## config.mk

```make
export PLATFORM = sky130hd
export DESIGN_NAME = onewire_bus_master_flat
export DESIGN_NICKNAME = d
export VERILOG_FILES = /design/src/design/owbm_pkg.sv /design/src/design/owbm_ifs.sv /design/src/design/onewire_bus_master.sv /design/src/flat_wrapper.sv
export VERILOG_INCLUDE_DIRS = /design/src /design/src/design
export SDC_FILE = /design/constraint.sdc
export NUM_CORES = 1
export LEC_CHECK = 0
export ABC_CLOCK_PERIOD_IN_PS = 10090
export BUFFER_PORTS_ARGS = -buffer_cell sky130_fd_sc_hd__clkbuf_2
export CAP_MARGIN = 20
export CORE_MARGIN = 1.5
export CORE_UTILIZATION = 30
export DETAILED_ROUTE_END_ITERATION = 7
export HOLD_SLACK_MARGIN = 0.02
export PLACE_DENSITY = 0.5
export SYNTH_ARGS = -nofsm -noshare
export SYNTH_HDL_FRONTEND = slang
export SYNTH_SLANG_ARGS = --single-unit
```

## constraint.sdc

```tcl
create_clock -name clk -period 10.09 [get_ports clk]
set_input_delay 1.009 -clock clk [delete_from_list [all_inputs] [get_ports clk]]
set_output_delay 1.009 -clock clk [all_outputs]
set_load 0.02 [all_outputs]
```

## src/design/assert_macros.svh

```systemverilog
// Assertion helpers used by the RTL.
`ifndef ASSERT_MACROS_SVH
`define ASSERT_MACROS_SVH

// Same-cycle implication, checked outside reset.
`define ASSERT_IMPLIES(label, clk, rst, ante, cons) \
  label: assert property (@(posedge clk) disable iff (rst) (ante) |-> (cons)) \
    else $error("implication check failed");

// Next-cycle implication, checked outside reset.
`define ASSERT_NEXT(label, clk, rst, ante, cons) \
  label: assert property (@(posedge clk) disable iff (rst) (ante) |=> (cons)) \
    else $error("next-cycle check failed");

`endif

```

## src/design/owbm_pkg.sv

```systemverilog
package owbm_pkg;

  localparam int TIME_W        = 10;
  localparam int DATA_W        = 8;
  localparam int BITS_PER_BYTE = 8;
  localparam int BIT_IDX_W     = $clog2(BITS_PER_BYTE + 1);
  localparam int BIT_SEL_W     = $clog2(DATA_W);
  localparam int OP_W          = 2;
  localparam int CFG_IDX_W     = 3;

  localparam logic [TIME_W-1:0] TIME_MAX = {TIME_W{1'b1}};

  // command codes
  localparam logic [OP_W-1:0] OP_TICK  = 2'd0;
  localparam logic [OP_W-1:0] OP_RESET = 2'd1;
  localparam logic [OP_W-1:0] OP_WRITE = 2'd2;
  localparam logic [OP_W-1:0] OP_READ  = 2'd3;

  // configuration register indexes
  localparam logic [CFG_IDX_W-1:0] CFG_RESET_LOW     = 3'd0;
  localparam logic [CFG_IDX_W-1:0] CFG_PRESENCE_WAIT = 3'd1;
  localparam logic [CFG_IDX_W-1:0] CFG_RESET_TAIL    = 3'd2;
  localparam logic [CFG_IDX_W-1:0] CFG_WRITE0_LOW    = 3'd3;
  localparam logic [CFG_IDX_W-1:0] CFG_SHORT_LOW     = 3'd4;
  localparam logic [CFG_IDX_W-1:0] CFG_READ_SAMPLE   = 3'd5;
  localparam logic [CFG_IDX_W-1:0] CFG_SLOT_LEN      = 3'd6;

  // register defaults
  localparam logic [TIME_W-1:0] DEF_RESET_LOW     = 10'd480;
  localparam logic [TIME_W-1:0] DEF_PRESENCE_WAIT = 10'd70;
  localparam logic [TIME_W-1:0] DEF_RESET_TAIL    = 10'd55;
  localparam logic [TIME_W-1:0] DEF_WRITE0_LOW    = 10'd60;
  localparam logic [TIME_W-1:0] DEF_SHORT_LOW     = 10'd6;
  localparam logic [TIME_W-1:0] DEF_READ_SAMPLE   = 10'd9;
  localparam logic [TIME_W-1:0] DEF_SLOT_LEN      = 10'd70;

  typedef struct packed {
    logic              line_low;
    logic              busy_res;
    logic              done_res;
    logic [DATA_W-1:0] read_byte;
    logic              presence;
    logic              rejected;
  } rsp_t;

endpackage

```

## src/design/owbm_ifs.sv

```systemverilog
interface owbm_cmd_if;
  logic                          valid;
  logic                          ready;
  logic [owbm_pkg::OP_W-1:0]     op;
  logic [owbm_pkg::DATA_W-1:0]   data_byte;
  logic                          line_level;

  modport source (output valid, op, data_byte, line_level, input ready);
  modport sink (input valid, op, data_byte, line_level, output ready);
endinterface

interface owbm_rsp_if;
  logic                          valid;
  logic                          ready;
  logic                          line_low;
  logic                          busy_res;
  logic                          done_res;
  logic [owbm_pkg::DATA_W-1:0]   read_byte;
  logic                          presence;
  logic                          rejected;

  modport source (output valid, line_low, busy_res, done_res, read_byte, presence, rejected,
                  input ready);
  modport sink (input valid, line_low, busy_res, done_res, read_byte, presence, rejected,
                output ready);
endinterface

interface owbm_cfg_if;
  logic                             valid;
  logic                             ready;
  logic [owbm_pkg::CFG_IDX_W-1:0]   index;
  logic [owbm_pkg::TIME_W-1:0]      data;

  modport source (output valid, index, data, input ready);
  modport sink (input valid, index, data, output ready);
endinterface

```

## src/design/onewire_bus_master.sv

```systemverilog
// Standard-speed 1-Wire bus master, paced by one-microsecond tick beats.
// cmd channel: each beat is a tick (op=tick, line_level = sampled bus) or a
//   command (reset/presence, write byte, read byte). Commands are taken only
//   while idle; a command that arrives during an operation is dropped and
//   its response has rejected=1.
// rsp channel: exactly one response beat per cmd beat, in order. line_low is
//   the bus drive for the coming microsecond; busy/done/presence/read_byte
//   give status.
// cfg channel: writes the seven timing registers (index 0..6, higher indexes
//   ignored); always ready. Write only while no operation runs.
// Output: each response is registered, into the skid entry if rsp stalls.
// Throughput: one cmd beat per clock while cmd is ready; per-item work is
//   one counter increment and compare plus a small phase machine.
// Stall: a two-entry output stage (register plus skid) keeps cmd ready while
//   one response waits; cmd ready drops only when both entries are full.
// Reset (rst, synchronous): phase idle, counters and flags cleared, timing
//   registers back to their defaults, output stage empty.
`include "assert_macros.svh"

module onewire_bus_master (
  input  logic           clk,
  input  logic           rst,
  owbm_cmd_if.sink       cmd,
  owbm_rsp_if.source     rsp,
  owbm_cfg_if.sink       cfg
);

  localparam logic [2:0] PH_IDLE      = 3'd0;
  localparam logic [2:0] PH_RST_LOW   = 3'd1;
  localparam logic [2:0] PH_RST_WAIT  = 3'd2;
  localparam logic [2:0] PH_RST_TAIL  = 3'd3;
  localparam logic [2:0] PH_SLOT_LOW  = 3'd4;
  localparam logic [2:0] PH_SLOT_REST = 3'd5;

  localparam int TW = owbm_pkg::TIME_W;
  localparam int DW = owbm_pkg::DATA_W;
  localparam int BW = owbm_pkg::BIT_IDX_W;

  // timing registers
  logic [TW-1:0] reset_low_us, presence_wait_us, reset_tail_us;
  logic [TW-1:0] write0_low_us, short_low_us, read_sample_us, slot_len_us;

  // engine state
  logic [2:0]                   phase, phase_next;
  logic [owbm_pkg::OP_W-1:0]    op_kind, op_kind_next;
  logic [TW-1:0]                us_count, us_count_next;
  logic [BW-1:0]                bit_index, bit_index_next;
  logic [DW-1:0]                shift_reg, shift_reg_next;
  logic [DW-1:0]                read_reg, read_reg_next;
  logic                         presence_flag, presence_flag_next;

  // output stage
  owbm_pkg::rsp_t out_q, skid_q, rsp_new;
  logic           out_valid, skid_valid;

  logic          cmd_fire;
  logic [TW-1:0] cnt_inc, slot_low, rest_cnt, rest_end, slot_rest;
  logic [BW-1:0] bit_inc;
  logic          sample_hit, rest_done, byte_end, done, rej;

  assign cfg.ready = 1'b1;
  assign cmd.ready = !skid_valid;
  assign cmd_fire  = cmd.valid && cmd.ready;

  always_ff @(posedge clk) begin
    if (rst) begin
      reset_low_us     <= owbm_pkg::DEF_RESET_LOW;
      presence_wait_us <= owbm_pkg::DEF_PRESENCE_WAIT;
      reset_tail_us    <= owbm_pkg::DEF_RESET_TAIL;
      write0_low_us    <= owbm_pkg::DEF_WRITE0_LOW;
      short_low_us     <= owbm_pkg::DEF_SHORT_LOW;
      read_sample_us   <= owbm_pkg::DEF_READ_SAMPLE;
      slot_len_us      <= owbm_pkg::DEF_SLOT_LEN;
    end else if (cfg.valid) begin
      case (cfg.index)
        owbm_pkg::CFG_RESET_LOW:     reset_low_us     <= cfg.data;
        owbm_pkg::CFG_PRESENCE_WAIT: presence_wait_us <= cfg.data;
        owbm_pkg::CFG_RESET_TAIL:    reset_tail_us    <= cfg.data;
        owbm_pkg::CFG_WRITE0_LOW:    write0_low_us    <= cfg.data;
        owbm_pkg::CFG_SHORT_LOW:     short_low_us     <= cfg.data;
        owbm_pkg::CFG_READ_SAMPLE:   read_sample_us   <= cfg.data;
        owbm_pkg::CFG_SLOT_LEN:      slot_len_us      <= cfg.data;
        default: ;
      endcase
    end
  end

  // saturating microsecond count
  assign cnt_inc = (us_count == owbm_pkg::TIME_MAX) ? us_count : us_count + TW'(1);

  // slot timing for the current bit
  assign slot_low  = (op_kind == owbm_pkg::OP_WRITE && !shift_reg[0]) ? write0_low_us
                                                                       : short_low_us;
  assign slot_rest = (slot_len_us > slot_low) ? slot_len_us - slot_low : '0;
  assign rest_end  = (op_kind == owbm_pkg::OP_READ && read_sample_us > slot_rest)
                     ? read_sample_us : slot_rest;
  // on the release tick the rest count starts at zero
  assign rest_cnt   = (phase == PH_SLOT_LOW) ? '0 : cnt_inc;
  assign sample_hit = (op_kind == owbm_pkg::OP_READ) && (rest_cnt == read_sample_us);
  assign rest_done  = rest_cnt >= rest_end;
  assign bit_inc    = bit_index + BW'(1);
  assign byte_end   = bit_inc >= BW'(owbm_pkg::BITS_PER_BYTE);

  always_comb begin
    phase_next         = phase;
    op_kind_next       = op_kind;
    us_count_next      = us_count;
    bit_index_next     = bit_index;
    shift_reg_next     = shift_reg;
    read_reg_next      = read_reg;
    presence_flag_next = presence_flag;
    done               = 1'b0;
    rej                = 1'b0;

    if (cmd.op != owbm_pkg::OP_TICK) begin
      if (phase != PH_IDLE) begin
        rej = 1'b1;
      end else begin
        op_kind_next   = cmd.op;
        us_count_next  = '0;
        bit_index_next = '0;
        if (cmd.op == owbm_pkg::OP_RESET) begin
          presence_flag_next = 1'b0;
          phase_next         = PH_RST_LOW;
        end else begin
          shift_reg_next = (cmd.op == owbm_pkg::OP_WRITE) ? cmd.data_byte : '0;
          if (cmd.op == owbm_pkg::OP_READ) read_reg_next = '0;
          phase_next = PH_SLOT_LOW;
        end
      end
    end else begin
      case (phase)
        PH_IDLE: ;
        PH_RST_LOW: begin
          us_count_next = cnt_inc;
          if (cnt_inc >= reset_low_us) begin
            phase_next    = PH_RST_WAIT;
            us_count_next = '0;
          end
        end
        PH_RST_WAIT: begin
          us_count_next = cnt_inc;
          if (cnt_inc >= presence_wait_us) begin
            presence_flag_next = !cmd.line_level;
            us_count_next      = '0;
            if (reset_tail_us == '0) begin
              phase_next = PH_IDLE;
              done       = 1'b1;
            end else begin
              phase_next = PH_RST_TAIL;
            end
          end
        end
        PH_RST_TAIL: begin
          us_count_next = cnt_inc;
          if (cnt_inc >= reset_tail_us) begin
            phase_next = PH_IDLE;
            done       = 1'b1;
          end
        end
        PH_SLOT_LOW, PH_SLOT_REST: begin
          us_count_next = cnt_inc;
          if (phase == PH_SLOT_REST || cnt_inc >= slot_low) begin
            phase_next    = PH_SLOT_REST;
            us_count_next = rest_cnt;
            // drop read bits past the byte width
            if (sample_hit && int'(bit_index) < DW)
              read_reg_next[bit_index[owbm_pkg::BIT_SEL_W-1:0]] = cmd.line_level;
            if (rest_done) begin
              bit_index_next = bit_inc;
              shift_reg_next = shift_reg >> 1;
              if (byte_end) begin
                phase_next = PH_IDLE;
                done       = 1'b1;
              end else begin
                phase_next    = PH_SLOT_LOW;
                us_count_next = '0;
              end
            end
          end
        end
        default: phase_next = PH_IDLE;
      endcase
    end
  end

  always_comb begin
    rsp_new.line_low  = (phase_next == PH_RST_LOW) || (phase_next == PH_SLOT_LOW);
    rsp_new.busy_res  = phase_next != PH_IDLE;
    rsp_new.done_res  = done;
    rsp_new.read_byte = read_reg_next;
    rsp_new.presence  = presence_flag_next;
    rsp_new.rejected  = rej;
  end

  always_ff @(posedge clk) begin
    if (rst) begin
      phase         <= PH_IDLE;
      op_kind       <= '0;
      us_count      <= '0;
      bit_index     <= '0;
      shift_reg     <= '0;
      read_reg      <= '0;
      presence_flag <= 1'b0;
    end else if (cmd_fire) begin
      phase         <= phase_next;
      op_kind       <= op_kind_next;
      us_count      <= us_count_next;
      bit_index     <= bit_index_next;
      shift_reg     <= shift_reg_next;
      read_reg      <= read_reg_next;
      presence_flag <= presence_flag_next;
    end
  end

  // output register with skid entry
  always_ff @(posedge clk) begin
    if (rst) begin
      out_valid  <= 1'b0;
      skid_valid <= 1'b0;
    end else if (!out_valid || rsp.ready) begin
      if (skid_valid) begin
        out_valid  <= 1'b1;
        skid_valid <= 1'b0;
      end else begin
        out_valid <= cmd_fire;
      end
    end else if (cmd_fire) begin
      skid_valid <= 1'b1;
    end
  end

  always_ff @(posedge clk) begin
    if (!out_valid || rsp.ready) begin
      if (skid_valid) out_q <= skid_q;
      else if (cmd_fire) out_q <= rsp_new;
    end else if (cmd_fire) begin
      skid_q <= rsp_new;
    end
  end

  assign rsp.valid     = out_valid;
  assign rsp.line_low  = out_q.line_low;
  assign rsp.busy_res  = out_q.busy_res;
  assign rsp.done_res  = out_q.done_res;
  assign rsp.read_byte = out_q.read_byte;
  assign rsp.presence  = out_q.presence;
  assign rsp.rejected  = out_q.rejected;

  `ASSERT_IMPLIES(a_skid_behind_out, clk, rst, skid_valid, out_valid)
  `ASSERT_NEXT(a_reject_holds_state, clk, rst,
    cmd_fire && cmd.op != owbm_pkg::OP_TICK && phase != PH_IDLE,
    phase == $past(phase) && us_count == $past(us_count) && bit_index == $past(bit_index))
  `ASSERT_IMPLIES(a_drive_only_busy, clk, rst, out_valid && out_q.line_low, out_q.busy_res)
  `ASSERT_IMPLIES(a_slot_bit_range, clk, rst,
    phase == PH_SLOT_LOW || phase == PH_SLOT_REST,
    bit_index < BW'(owbm_pkg::BITS_PER_BYTE))

endmodule
```

## src/flat_wrapper.sv

```systemverilog
// flat-port wrapper written by rule: the top's interface ports become plain ports
module onewire_bus_master_flat 
  (clk, rst, cmd_valid, cmd_op, cmd_data_byte, cmd_line_level, cmd_ready, rsp_valid, rsp_line_low, rsp_busy_res, rsp_done_res, rsp_read_byte, rsp_presence, rsp_rejected, rsp_ready, cfg_valid, cfg_index, cfg_data, cfg_ready);
  owbm_cmd_if cmd_i ();
  owbm_rsp_if rsp_i ();
  owbm_cfg_if cfg_i ();
  input  logic clk;
  input  logic rst;
  input wire logic [$bits(cmd_i.valid)-1:0] cmd_valid;
  input wire logic [$bits(cmd_i.op)-1:0] cmd_op;
  input wire logic [$bits(cmd_i.data_byte)-1:0] cmd_data_byte;
  input wire logic [$bits(cmd_i.line_level)-1:0] cmd_line_level;
  output wire logic [$bits(cmd_i.ready)-1:0] cmd_ready;
  output wire logic [$bits(rsp_i.valid)-1:0] rsp_valid;
  output wire logic [$bits(rsp_i.line_low)-1:0] rsp_line_low;
  output wire logic [$bits(rsp_i.busy_res)-1:0] rsp_busy_res;
  output wire logic [$bits(rsp_i.done_res)-1:0] rsp_done_res;
  output wire logic [$bits(rsp_i.read_byte)-1:0] rsp_read_byte;
  output wire logic [$bits(rsp_i.presence)-1:0] rsp_presence;
  output wire logic [$bits(rsp_i.rejected)-1:0] rsp_rejected;
  input wire logic [$bits(rsp_i.ready)-1:0] rsp_ready;
  input wire logic [$bits(cfg_i.valid)-1:0] cfg_valid;
  input wire logic [$bits(cfg_i.index)-1:0] cfg_index;
  input wire logic [$bits(cfg_i.data)-1:0] cfg_data;
  output wire logic [$bits(cfg_i.ready)-1:0] cfg_ready;
  assign cmd_i.valid = cmd_valid;
  assign cmd_i.op = cmd_op;
  assign cmd_i.data_byte = cmd_data_byte;
  assign cmd_i.line_level = cmd_line_level;
  assign cmd_ready = cmd_i.ready;
  assign rsp_valid = rsp_i.valid;
  assign rsp_line_low = rsp_i.line_low;
  assign rsp_busy_res = rsp_i.busy_res;
  assign rsp_done_res = rsp_i.done_res;
  assign rsp_read_byte = rsp_i.read_byte;
  assign rsp_presence = rsp_i.presence;
  assign rsp_rejected = rsp_i.rejected;
  assign rsp_i.ready = rsp_ready;
  assign cfg_i.valid = cfg_valid;
  assign cfg_i.index = cfg_index;
  assign cfg_i.data = cfg_data;
  assign cfg_ready = cfg_i.ready;
  onewire_bus_master u_core (.clk(clk), .rst(rst), .cmd(cmd_i), .rsp(rsp_i), .cfg(cfg_i));
endmodule
```

# ---- Yosys cells after proc, flatten, opt, wreduce, memory -nomap -nowiden
# Index checks and enable logic that the tools add are counted.
# W data, S select, Z words.
dict set report word_totals {
  ff_bits 134
  mem_bits_ro 0
  output_inout_bits 16
  elab_cells 169
  n_memories 0
  ramBits 0
  latchBits 0
}
dict set report op_classes {
  n_lt_le_gt_ge 11
  n_eq_ne 22
  bitwise 2
  mux 64
  n_shift 0
  div_mod_pow 0
  n_reduce_logical 39
  add_sub_neg 3
  mul 0
}
# cell n
set op_table {}
lappend op_table {{$mux W10} 12}
lappend op_table {{$mux W8} 14}
lappend op_table {{$ge A10 B10 Y1} 5}
lappend op_table {{$pmux W10 S4} 1}
lappend op_table {{$mux W3} 9}
lappend op_table {{$mux W13} 2}
lappend op_table {{$gt A10 B10 Y1} 2}
lappend op_table {{$mux W4} 5}
lappend op_table {{$eq A3 B3 Y1 const B} 6}
lappend op_table {{$reduce_and A2 Y1} 9}
lappend op_table {{$mux W1} 16}
lappend op_table {{$pmux W3 S5} 1}
lappend op_table {{$eq A3 B2 Y1 const B} 4}
lappend op_table {{$add A10 B1 Y10 const B} 1}
lappend op_table {{$eq A10 B10 Y1} 1}
lappend op_table {{$eq A10 B10 Y1 const B} 1}
lappend op_table {{$logic_not A10 Y1} 1}
lappend op_table {{$reduce_bool A2 Y1} 5}
lappend op_table {{$sub A10 B10 Y10} 1}
lappend op_table {{$eq A3 B1 Y1 const B} 3}
lappend op_table {{$bwmux W8} 1}
lappend op_table {{$eq A2 B2 Y1 const B} 4}
lappend op_table {{$logic_and A1 B1 Y1} 6}
lappend op_table {{$logic_not A3 Y1} 2}
lappend op_table {{other kinds (19)} 29}

# ---- Logic depth before layout (Yosys ltp)
# Gate-level depths: netlist (run 1).
dict set report logic_depth {
  ltp_word 17
  depth_mapped 34
  ltp_nobuf 32
}

# ---- Least setup slack after synthesis (run 1)
# No wires, ideal clock.
dict set report synth_timing {
  path_kind {register -> register}
  from {reg u_core.op_kind[1] (netlist bit)}
  to {reg u_core.out_q, in the netlist u_core.rsp.line_low, data pin}
  arrival_time_ns 7.230
  synth_period_minus_slack_ns 7.489
  stages_incl_launch_ff 35
  setup_slack_ns 2.601
  path_cell_list {dfxtp_1 > nor3b_1 > buf_4 > mux2_2 > ha_1 > inv_1 > fa_1 > nand2_1 > nand2_1 > maj3_1 > maj3_1 > a41o_1 > a21o_1 > clkbuf_1 > nor2b_1 > ha_1 > nor2b_1 > o21a_1 > o21a_1 > o21a_1 > o21ai_0 > a21oi_1 > a2111oi_0 > nor3_1 > mux2_2 > ha_1 > o21a_1 > o21ai_0 > o21ai_0 > a211oi_1 > nand4_1 > a41o_1 > xor2_1 > and2_1 > mux2_2}
}
# item line_no
set synth_rtl {}
lappend synth_rtl {{start: declaration} onewire_bus_master.sv:45} ;# logic [owbm_pkg::OP_W-1:0] op_kind, op_kind_next;
lappend synth_rtl {{start signal: assignment} onewire_bus_master.sv:207} ;# op_kind <= op_kind_next;
lappend synth_rtl {{end signal: assignment} onewire_bus_master.sv:235} ;# if (skid_valid) out_q <= skid_q;
lappend synth_rtl {{end signal: assignment} onewire_bus_master.sv:236} ;# else if (cmd_fire) out_q <= rsp_new;
lappend synth_rtl {{end: declaration} onewire_bus_master.sv:53} ;# owbm_pkg::rsp_t out_q, skid_q, rsp_new;

==> Flow_metrics.wiki, run 1 <==
{| class="wikitable"
! Metric !! Value
|-
| Clock network latency to the later pin of the worst-skew pair || ~430 ps
|-
| Placer's final routability congestion estimate || 0.844
|-
| Switching fraction of total power || 27.2%
|-
| Via Count || about 7400
|-
| Count of placed standard cells in the final layout, fillers left out || approximately 1400
|-
| Clock root buffer || sky130_fd_sc_hd__clkbuf_16
|-
| Clock buffer count from CTS || 17
|-
| Sequential-to-total area share from yosys stat || a little over a third
|-
| # hold bufs at CTS || 0
|-
| Critical Path Max Stage Delay || ~490 ps
|-
| Post-synthesis async set-or-reset flop share || 0%
|-
| Pin count of the biggest net entering global routing || 75
|-
| Startpoint type of the worst setup path || register
|-
| Violation count after the first detailed-route iteration || a little over 500
|-
| Number of H-tree branching levels || 4
|-
| Number of enable flip-flop cells after synthesis || 26
|-
| Global route overflow || 0
|-
| Worst-path clk slew || about 60 ps
|-
| Total detailed-routing wirelength || approximately 24 mm
|-
| Final setup violation count || 0
|-
| DPL Wire Length || 16.9 mm
|-
| Post-Synthesis Mean Instance Area || between 8 and 9 µm²
|-
| Growth of design area from synthesis to finish || 14.0%
|-
| Share of the clock period used by the worst path || between 70% and 80%
|-
| Aggregate negative setup slack || 0 ps
|-
| Maximum buffer depth of the clock tree || 2
|-
| Reg2Reg Setup Slack || approximately 2400 ps
|-
| Initial cell density of the core || between 30% and 40%
|-
| Gate count after technology mapping || approximately 1000
|-
| Cell depth of the worst flop-to-flop path || 34
|-
| Number of synthesized register bits || 134
|-
| Max rail drop VDD || ~0.000090 V
|-
| Crit path buffers/inverters || 3
|-
| DRT Pass-1 Iters || 5
|-
| Max-Cap Viols || 0
|-
| Register ranked first by flip-flop count || u_core.skid_q
|-
| Normalized max-slew margin || between 30% and 40%
|-
| Share of post-route cells with drive strength above 1 || between 10% and 20%
|-
| RSZ-0062 raised after global routing || no
|-
| Slew of the pin with the lowest slew margin || ~1000 ps
|-
| Crit. End Element || register
|-
| Clock Sink Count || between 100 and 150
|-
| Final hold vios || 0
|-
| Reg-to-Reg Start || u_core.op_kind[1]
|-
| Distinct cell type count of the synthesized netlist || 73
|-
| Critical path's most frequent cell || sky130_fd_sc_hd__o21a_1
|-
| Flip-flop count of the largest register, all copies and words added || 13
|-
| Antenna-violating nets left || 0
|-
| Resize count post-CTS || 0
|-
| Number of diodes || 0
|-
| Pins over their slew limit || 0
|-
| Worst min-delay path class || reg2reg
|-
| Clock tree from TritonCTS || yes
|-
| Largest driver fanout on the critical path || 11
|-
| WP data arrival || 7910 ps
|-
| Static Leak || approximately 3.8 nW
|-
| Clock Power Share || 46.7%
|-
| FILL cells || around 2900
|-
| Part of the power in registers || between 30% and 40%
|-
| Critical path startpoint || u_core.op_kind[1]
|-
| Worst setup skew after layout || about 14 ps
|-
| WL per Instance || approximately 16 µm
|-
| Total Nets Final || 1157
|-
| Crit Path Class || reg2reg
|-
| Synth warn || 0
|-
| Critical path depth || 34
|-
| Horiz. Die Dim || 171 µm
|-
| Boundary pin count || 45
|-
| P per Cell Area || 152 nW/µm²
|-
| GRT Resource Usage Total || 16.7%
|-
| Maximum operating frequency || roughly 130 MHz
|-
| First-pass GRT wire length || roughly 38 mm
|-
| Post-route minimum period || slightly below 8000 ps
|-
| Internal power || ~0.0011 W
|-
| Initial antenna violation count || 0
|-
| Count of standard-cell rows || 61
|-
| Status || finished, final reports clean
|-
| Number of nets produced by synthesis || 1136
|-
| Placeable core region || between 20000 and 30000 µm²
|-
| Postcts setup bufs || 0
|-
| Area of the multi-input gates || between 5000 and 6000 µm²
|-
| Via count of the first global-routing pass || 6713
|-
| Total net switching power || roughly 0.00040 W
|-
| Post-Place Cells || 1417
|-
| Chip height || roughly 170 µm
|-
| Post-detailed-route DRC marker count || 0
|-
| Reg2Reg Capture Point || u_core.rsp.line_low
|-
| End point of the critical path || u_core.rsp.line_low
|-
| Die Outline Area || between 20000 and 30000 µm²
|-
| Post-Syn Area || between 8000 and 9000 µm²
|-
| Buffers added on ports || 43
|-
| Via/cell ratio || 5.09
|-
| Critical path's slowest cell || sky130_fd_sc_hd__a211oi_1
|-
| Sequential Area || between 2000 and 3000 µm²
|-
| Top flip-flop cell by instance count after synthesis || sky130_fd_sc_hd__dfxtp_1
|-
| Family with the most delay on the worst path || compound AO/OA/AOI/OAI gates
|-
| Portion of total power attributed to combinational logic || around 14%
|-
| Required time of the worst setup path || a little over 10000 ps
|}
==> cells by family (layout without fill, tap and decap cells) <==
| family | Yosys count | after routing | synth area share [%] |
|---|---|---|---|
| flip-flops | 134 | 134 | 34.9 |
| AND/OR/NAND/NOR | 412 | 412 | 22.8 |
| AO/OA/AOI/OAI | 243 | 243 | 18.8 |
| buffers and inverters | 116 | 149 | 5.36 |
| adder cells (fa/ha/maj) | 72 | 72 | 10.7 |
| other | 1 | 1 | 0.0445 |
| XOR/XNOR | 16 | 16 | 1.75 |
| multiplexers | 44 | 44 | 5.63 |
==> worst min-delay path by stage <==
stage | startpoint | to | slack (ps) | depth (start not counted)
2_1_floorplan | u_core.write0_low_us[0] | u_core.write0_low_us[0] | 430 | 2
3_3_place_gp | u_core.reset_low_us[2] | u_core.reset_low_us[2] | 440 | 2
3_5_place_dp | u_core.reset_low_us[2] | u_core.reset_low_us[2] | 450 | 2
4_1_cts | u_core.reset_tail_us[8] | u_core.reset_tail_us[8] | 460 | 2
5_1_grt | u_core.presence_wait_us[9] | u_core.presence_wait_us[9] | 470 | 2
6_report | u_core.presence_wait_us[8] | u_core.presence_wait_us[8] | 450 | 2
==> layer usage <==
| metal | vias up | wire length, µm | GRT usage [%] |
|---|---|---|---|
| met3 | 29 | 916 | 2.87 |
| met4 | 0 | 451 | 5.62 |
| met5 | - | 0 | 0 |
| met1 | 3465 | 11500 | 23.1 |
| met2 | 143 | 10700 | 26.3 |
| li1 | 3732 | - | - |
==> layout make-up <==
cell class,instances,share of cell area (%)
clock inverters,13,2.03
inverters,67,2.62
multi-input cells,788,52.4
repair buffers,51,2.88
well taps,378,4.92
clock buffers,18,4.51
flip-flops and latches,134,30.6
==> metrics by stage <==
stage	hold slack (ps)	utilization (%)	setup WS, ps	power [W]	instance area [µm²]
final	454	34.7	2360	0.00146	9610
after CTS	456	34.7	2340	0.00147	9600
after detailed placement	447	32.4	2430	0.000789	8970
after global routing	467	34.7	1770	0.00152	9610
after floorplan	433	-	2600	0.000732	8430
after global placement	443	32.4	2490	0.000788	8960
==> worst min-delay path: cells and delay by family, from the launching register on <==
| family | cells | cell delay [ps] |
|---|---|---|
| flops | 1 | 310 |
| simple gates | 1 | 50 |
| compound gates | 1 | 50 |
==> cells in the final DEF (no fill, tap or decap), types with 7 or more instances in the layout <==
master	n
sky130_fd_sc_hd__nand2_1	184
sky130_fd_sc_hd__dfxtp_1	108
sky130_fd_sc_hd__a21oi_1	90
sky130_fd_sc_hd__nor2_1	89
sky130_fd_sc_hd__ha_1	68
sky130_fd_sc_hd__inv_1	66
sky130_fd_sc_hd__clkbuf_2	42
sky130_fd_sc_hd__o21ai_0	30
sky130_fd_sc_hd__mux2i_1	26
sky130_fd_sc_hd__edfxtp_1	26
sky130_fd_sc_hd__nand3_1	22
sky130_fd_sc_hd__nor3_1	21
sky130_fd_sc_hd__mux2_2	17
sky130_fd_sc_hd__clkbuf_16	17
sky130_fd_sc_hd__nand2b_1	15
sky130_fd_sc_hd__or3_1	15
sky130_fd_sc_hd__a31oi_1	14
sky130_fd_sc_hd__nand3b_1	13
sky130_fd_sc_hd__xnor2_1	12
sky130_fd_sc_hd__a211o_1	12
sky130_fd_sc_hd__o21a_1	11
sky130_fd_sc_hd__a21o_1	11
sky130_fd_sc_hd__a211oi_1	9
sky130_fd_sc_hd__nor2b_1	9
sky130_fd_sc_hd__a221oi_1	8
sky130_fd_sc_hd__nand4_1	7
sky130_fd_sc_hd__or2_2	7
sky130_fd_sc_hd__o311ai_0	7
==> Yosys cell counts (all sizes together), types with 13 or more instances <==
library cell | number | area [µm²]
mux2i | 27 | 283
edfxtp | 26 | 781
nor2 | 89 | 334
ha | 68 | 851
clkbuf | 38 | 145
nand2b | 15 | 93.8
mux2 | 17 | 191
xnor2 | 13 | 121
a31oi | 14 | 87.6
or3 | 15 | 93.8
inv | 67 | 251
dfxtp | 108 | 2160
o21ai | 30 | 150
nor3 | 22 | 121
nand2 | 184 | 691
nand3b | 13 | 97.6
a21oi | 91 | 459
nand3 | 23 | 120
==> power by group through the flow <==
stage,Sequential (W),Clock (W),Combinational (W)
2_1_floorplan,0.000586,0,0.000146
4_1_cts,0.000575,0.000693,0.000204
5_1_grt,0.000577,0.000714,0.000228
6_report,0.000575,0.000681,0.000202
3_3_place_gp,0.000587,0,0.000201
3_5_place_dp,0.000587,0,0.000202
(Power assumes the default switching activity.)
==> run 2, diff against run 1 <==
Settings changed: ABC_CLOCK_PERIOD_IN_PS 10090 to 6950, PLACE_DENSITY 0.5 to 0.52.
Clock period 10.09 ns to 6.95 ns, I/O delays scaled along.
==> Flow_metrics.wiki, run 2 (synthesized netlist as in run 1, its figures left out) <==
{| class="wikitable"
! Metric !! Value
|-
| DPL Wire Length || 17.0 mm (+0.59%)
|-
| Share of post-route cells with drive strength above 1 || 14.5% (+3.5 points)
|-
| Required time of the worst setup path || 7120 ps (-3140 ps)
|-
| Number of diodes || 0 (unchanged)
|-
| Antenna-violating nets left || 0 (unchanged)
|-
| FILL cells || 2894 (-1.3%)
|-
| Startpoint type of the worst setup path || register
|-
| Post-detailed-route DRC marker count || 0 (unchanged)
|-
| Via count of the first global-routing pass || 6925 (+3.2%)
|-
| Maximum operating frequency || 149 MHz (+15%)
|-
| Max-Cap Viols || 0 (unchanged)
|-
| Commonest cells after routing, fill and taps aside || sky130_fd_sc_hd__nand2_1 (184), sky130_fd_sc_hd__dfxtp_1 (107), sky130_fd_sc_hd__a21oi_1 (89), sky130_fd_sc_hd__nor2_1 (88)
|-
| Flip-flop count of the largest register, all copies and words added || 13 (unchanged)
|-
| Growth of design area from synthesis to finish || 17.0%
|-
| Most used routing layer || met2
|-
| Via/cell ratio || 5.05 (-0.62%)
|-
| Clock tree from TritonCTS || yes
|-
| Count of placed standard cells in the final layout, fillers left out || 1478 (+2.0%)
|-
| Status || finished, final reports clean
|-
| Maximum buffer depth of the clock tree || 2 (unchanged)
|-
| Global route overflow || 0 (unchanged)
|-
| Pins over their slew limit || 0 (unchanged)
|-
| Max rail drop VDD || 0.000161 V (+78%)
|-
| Worst-path clk slew || 60 ps (about the same)
|-
| Via Count || 7470 (+1.4%)
|-
| # hold bufs at CTS || 0 (unchanged)
|-
| Pin count of the biggest net entering global routing || 77 (+2.7%)
|-
| Worst slack, placed || -43.1 ps (-2470 ps)
|-
| Count of standard-cell rows || 61 (unchanged)
|-
| Worst setup skew after layout || 13.4 ps (-0.774 ps)
|-
| GRT Resource Usage Total || 16.6% (-0.14 points)
|-
| Fraction of met2 tracks used by global routing || 27.0% (+0.64 points)
|-
| Static Leak || 3.95 nW (+3.3%)
|-
| Final setup violation count || 0 (unchanged)
|-
| Critical path's most frequent cell || sky130_fd_sc_hd__o21a_1
|-
| Most frequent standard cell in the layout excluding fill and tap cells || sky130_fd_sc_hd__nand2_1
|-
| GR Layer Usage met3 || 2.43% (-0.44 points)
|-
| Slew of the pin with the lowest slew margin || 988 ps (-38.4 ps)
|-
| Boundary pin count || 45 (unchanged)
|-
| Clock network latency to the later pin of the worst-skew pair || 430 ps (about the same)
|-
| Largest driver fanout on the critical path || 6 (-5)
|-
| Die Outline Area || 29100 µm² (unchanged)
|-
| Initial antenna violation count || 0 (unchanged)
|-
| Final hold vios || 0 (unchanged)
|-
| Smallest setup slack after layout || 250 ps (-2110 ps)
|-
| Register ranked first by flip-flop count || u_core.skid_q
|-
| Critical path's slowest cell || sky130_fd_sc_hd__mux2_2
|-
| P per Cell Area || 209 nW/µm² (+38%)
|-
| Buffers added on ports || 43 (unchanged)
|-
| Critical Path Max Stage Delay || 380 ps (-110 ps)
|-
| WP data arrival || 6870 ps (-1040 ps)
|-
| Chip height || 171 µm (unchanged)
|-
| Crit Path Class || reg2reg
|-
| Clock buffer count from CTS || 17 (unchanged)
|-
| Summed area of non-filler cells in the final layout || 9860 µm² (+2.6%)
|-
| Normalized max-slew margin || 33.9% (+2.6 points)
|-
| First-pass GRT wire length || 37.6 mm (unchanged)
|-
| Violation count after the first detailed-route iteration || 423 (-18%)
|-
| Clock Sink Count || 134 (unchanged)
|-
| DRT Pass-1 Iters || 5 (unchanged)
|-
| Placeable core region || 27700 µm² (unchanged)
|-
| WL per Instance || 16.0 µm (-1.7%)
|-
| Post-Place Cells || 1437 (+1.4%)
|-
| Share of the clock period used by the worst path || 96.4% (+20 points)
|-
| Number of H-tree branching levels || 4 (unchanged)
|-
| Horiz. Die Dim || 171 µm (unchanged)
|-
| Total Nets Final || 1186 (+2.5%)
|-
| Post-route minimum period || 6700 ps (-1030 ps)
|-
| Placement Cell Area || 9150 µm² (+2.0%)
|-
| Initial cell density of the core || 30.4% (unchanged)
|-
| Placer's final routability congestion estimate || 0.895 (+6.0%)
|-
| Crit. End Element || register
|-
| Design Power || 0.00207 W (+42%)
|-
| Worst min-delay path class || reg2reg
|-
| Grt met1 use || 22.8% (-0.29 points)
|-
| Clock root buffer || sky130_fd_sc_hd__clkbuf_16
|-
| Total detailed-routing wirelength || 23.6 mm (+0.24%)
|}
==> run 2: area by class of cell <==
class / instances / area, µm² / share of cell area (%)
Clock buffer: 19 / 447 / 4.53
Multi-Input combinational cell: 788 / 5120 / 52.0
Sequential cell: 134 / 2940 / 29.9
Tap cell: 378 / 473 / 4.80
Clock inverter: 12 / 119 / 1.21
Timing Repair Buffer: 80 / 502 / 5.09
Inverter: 67 / 251 / 2.55
==> run 2: worst max-delay path, delay by kind of cell (launching register included) <==
family / cells / cell delay (ps)
buffers and inverters: 2 / 180
AOI/OAI and AO/OA: 13 / 2050
xor gates and xnor gates: 1 / 160
and+or+nand+nor: 8 / 1290
muxes: 3 / 860
DFF: 1 / 330
adders and majority gates: 6 / 1590
==> run 2: worst paths after layout <==
| check | from | endpoint | slack, ps | cells after the start |
|---|---|---|---|---|
| max | u_core.op_kind[0] | u_core.rsp.line_low | 250 | 33 |
| min | u_core.reset_low_us[9] | u_core.reset_low_us[9] | 460 | 2 |
| max reg2reg | u_core.op_kind[0] | u_core.rsp.line_low | 250 | 33 |
| min reg2reg | u_core.reset_low_us[9] | u_core.reset_low_us[9] | 460 | 2 |
==> run 2: per-layer routing <==
layer,vias to the layer above,wire length [µm],part of all wire (%)
li1,3797,-,-
met1,3511,11700,49
met2,146,10900,46
met3,16,733,3.1
met4,0,265,1.1
met5,-,0,0
==> run 2: stage by stage <==
stage	hold slack, ps	setup TNS [ps]	util [%]
6_report	456	0	35.6
5_1_grt	476	-78.6	35.6
4_1_cts	456	0	35.2
3_5_place_dp	447	-43.1	33.0
3_3_place_gp	442	0	33.0
2_1_floorplan	433	0	-
==> run 2: power breakdown <==
part | internal [W] | switching [W]
Sequential | 0.000816 | 0.0000192
Combinational | 0.000143 | 0.000193
Clock | 0.000512 | 0.000382
==> run 2: repair_timing <==
item,CTS,global route
endpoints found under the hold margin,0,0
setup endpoints to repair,1,27
pin swaps,9,17
resized for setup,4,15
setup buffers,5,5
==> run 3, diff against run 2 <==
Settings changed: CORE_UTILIZATION 30 to 50, GPL_TIMING_DRIVEN set to 0, PLACE_DENSITY 0.52 to 0.75, SKIP_CTS_REPAIR_TIMING set to 1.
==> Flow_metrics.wiki, run 3 (synthesized netlist as in run 1, its figures left out) <==
{| class="wikitable"
! Metric !! Value
|-
| Static Leak || 3.96 nW (+0.45%)
|-
| Placer's final routability congestion estimate || 0.966 (+8.0%)
|-
| Boundary pin count || 45 (unchanged)
|-
| Final setup violation count || 1 (+1)
|-
| Worst slack, placed || -729 ps (-686 ps)
|-
| Critical path's most frequent cell || sky130_fd_sc_hd__o21a_1
|-
| Max-Cap Viols || 0 (unchanged)
|-
| Most used routing layer || met2
|-
| Number of H-tree branching levels || 4 (unchanged)
|-
| Normalized max-slew margin || 30.2% (-3.7 points)
|-
| Chip height || 133 µm (-22%)
|-
| GR Layer Usage met3 || 3.68% (+1.2 points)
|-
| Initial antenna violation count || 0 (unchanged)
|-
| Growth of design area from synthesis to finish || 16.8%
|-
| Maximum buffer depth of the clock tree || 2 (unchanged)
|-
| Die Outline Area || 17600 µm² (-39%)
|-
| Clock buffer count from CTS || 17 (unchanged)
|-
| Post-detailed-route DRC marker count || 0 (unchanged)
|-
| Commonest cells after routing, fill and taps aside || sky130_fd_sc_hd__nand2_1 (183), sky130_fd_sc_hd__dfxtp_1 (106), sky130_fd_sc_hd__a21oi_1 (89), sky130_fd_sc_hd__nor2_1 (88)
|-
| Status || finished with violations
|-
| Global route overflow || 0 (unchanged)
|-
| Slew of the pin with the lowest slew margin || 1040 ps (+55.6 ps)
|-
| Antenna-violating nets left || 0 (unchanged)
|-
| Startpoint type of the worst setup path || register
|-
| Share of post-route cells with drive strength above 1 || 14.5% (-0.069 points)
|-
| Fraction of met2 tracks used by global routing || 45.5% (+19 points)
|-
| Clock tree from TritonCTS || yes
|-
| Pin count of the biggest net entering global routing || 17 (-78%)
|-
| Worst min-delay path class || reg2reg
|-
| Clock network latency to the later pin of the worst-skew pair || 440 ps (about the same)
|-
| Via count of the first global-routing pass || 7342 (+6.0%)
|-
| Crit Path Class || reg2reg
|-
| Most frequent standard cell in the layout excluding fill and tap cells || sky130_fd_sc_hd__nand2_1
|-
| Via Count || 7975 (+6.8%)
|-
| Violations in the final reports || setup timing
|-
| Total Nets Final || 1211 (+2.1%)
|-
| RSZ-0062 raised after global routing || yes
|-
| Buffers added on ports || 36 (-16%)
|-
| Required time of the worst setup path || 7140 ps (+20 ps)
|-
| Maximum operating frequency || 141 MHz (-5.8%)
|-
| Critical path's slowest cell || sky130_fd_sc_hd__fa_2
|-
| Worst hold slack || 456 ps (-0.248 ps)
|-
| Clock Sink Count || 134 (unchanged)
|-
| DPL Wire Length || 17.1 mm (+0.60%)
|-
| Total detailed-routing wirelength || 23.8 mm (+0.67%)
|-
| First-pass GRT wire length || 37.6 mm (-0.15%)
|-
| Worst-path clk slew || 70 ps (about the same)
|-
| Grt met1 use || 34.7% (+12 points)
|-
| WP data arrival || 7300 ps (+430 ps)
|-
| Pins over their slew limit || 0 (unchanged)
|-
| Number of diodes || 0 (unchanged)
|-
| P per Cell Area || 217 nW/µm² (+3.7%)
|-
| Post-route minimum period || 7110 ps (+409 ps)
|-
| GRT Resource Usage Total || 26.9% (+10 points)
|-
| Clock root buffer || sky130_fd_sc_hd__clkbuf_16
|-
| Placeable core region || 16500 µm² (-40%)
|-
| Smallest setup slack after layout || -159 ps (-409 ps)
|-
| Horiz. Die Dim || 133 µm (-22%)
|-
| Via/cell ratio || 5.92 (+17%)
|-
| Largest driver fanout on the critical path || 8 (+2)
|-
| Initial cell density of the core || 51.0% (+21 points)
|-
| Flip-flop count of the largest register, all copies and words added || 13 (unchanged)
|-
| Violation count after the first detailed-route iteration || 629 (+49%)
|-
| FILL cells || 1452 (-50%)
|-
| Count of standard-cell rows || 47 (-23%)
|-
| WL per Instance || 17.6 µm (+11%)
|-
| Max rail drop VDD || 0.000174 V (+8.2%)
|-
| Critical Path Max Stage Delay || 370 ps (about the same)
|-
| Register ranked first by flip-flop count || u_core.skid_q
|-
| Worst setup skew after layout || 12.8 ps (-0.572 ps)
|-
| Crit. End Element || register
|-
| Share of the clock period used by the worst path || 102% (+5.9 points)
|-
| DRT Pass-1 Iters || 5 (unchanged)
|-
| Final hold vios || 0 (unchanged)
|}
-- run 3: cell count changes in the layout (fill, tap and decap cells not counted), sizes merged --
cell / delta
buf: -6
bufinv: +1
clkbuf: +29
inv: +2
-- run 3: power breakdown --
part	switching [W]	internal (W)
sequential	0.0000134	0.000816
combinational	0.000214	0.000148
clock	0.000401	0.000545
-- run 3: metal layers --
metal	vias up	part of all wire, %
met5	-	0
met4	0	3.5
met3	63	6.2
met2	294	48
met1	3772	43
li1	3846	-
-- run 3: worst paths after layout --
check | to | slack (ps) | cells after the start | start
min | u_core.presence_wait_us[4] | 460 | 2 | u_core.presence_wait_us[4]
max | u_core.rsp.line_low | -160 | 34 | u_core.op_kind[1]
max reg2reg | u_core.rsp.line_low | -160 | 34 | u_core.op_kind[1]
min reg2reg | u_core.presence_wait_us[4] | 460 | 2 | u_core.presence_wait_us[4]
-- run 3: final cells by class --
cell class	instances	area (µm²)	share of cell area, %
Multi-Input combinational cell	788	5220	53.0
Clock inverter	15	184	1.87
Clock buffer	17	425	4.32
Sequential cell	134	2950	29.9
Timing Repair Buffer	57	343	3.48
Buffer	48	200	2.03
Inverter	67	251	2.56
Tap cell	220	275	2.80
-- run 3: metrics by stage --
step	instance area [µm²]	total power, W	setup TNS, ps	util, %	std cells
2_1_floorplan	8460	0.00107	0	-	1038
3_5_place_dp	8920	0.00116	-11650	54.0	1295
5_1_grt	9840	0.00221	-822	59.6	1346
6_report	9840	0.00214	-159	59.6	1346
3_3_place_gp	8920	0.00115	-10670	54.0	1294
4_1_cts	9530	0.00209	-13760	57.7	1327
-- run 3: critical path, delay by kind of cell (launching register included) --
| kind | cells | cell delay (ps) |
|---|---|---|
| fa+ha+maj | 6 | 1650 |
| xor+xnor | 1 | 140 |
| simple gates | 8 | 990 |
| flops | 1 | 350 |
| mux | 3 | 710 |
| compound gates | 12 | 2510 |
| buf+inv | 4 | 500 |
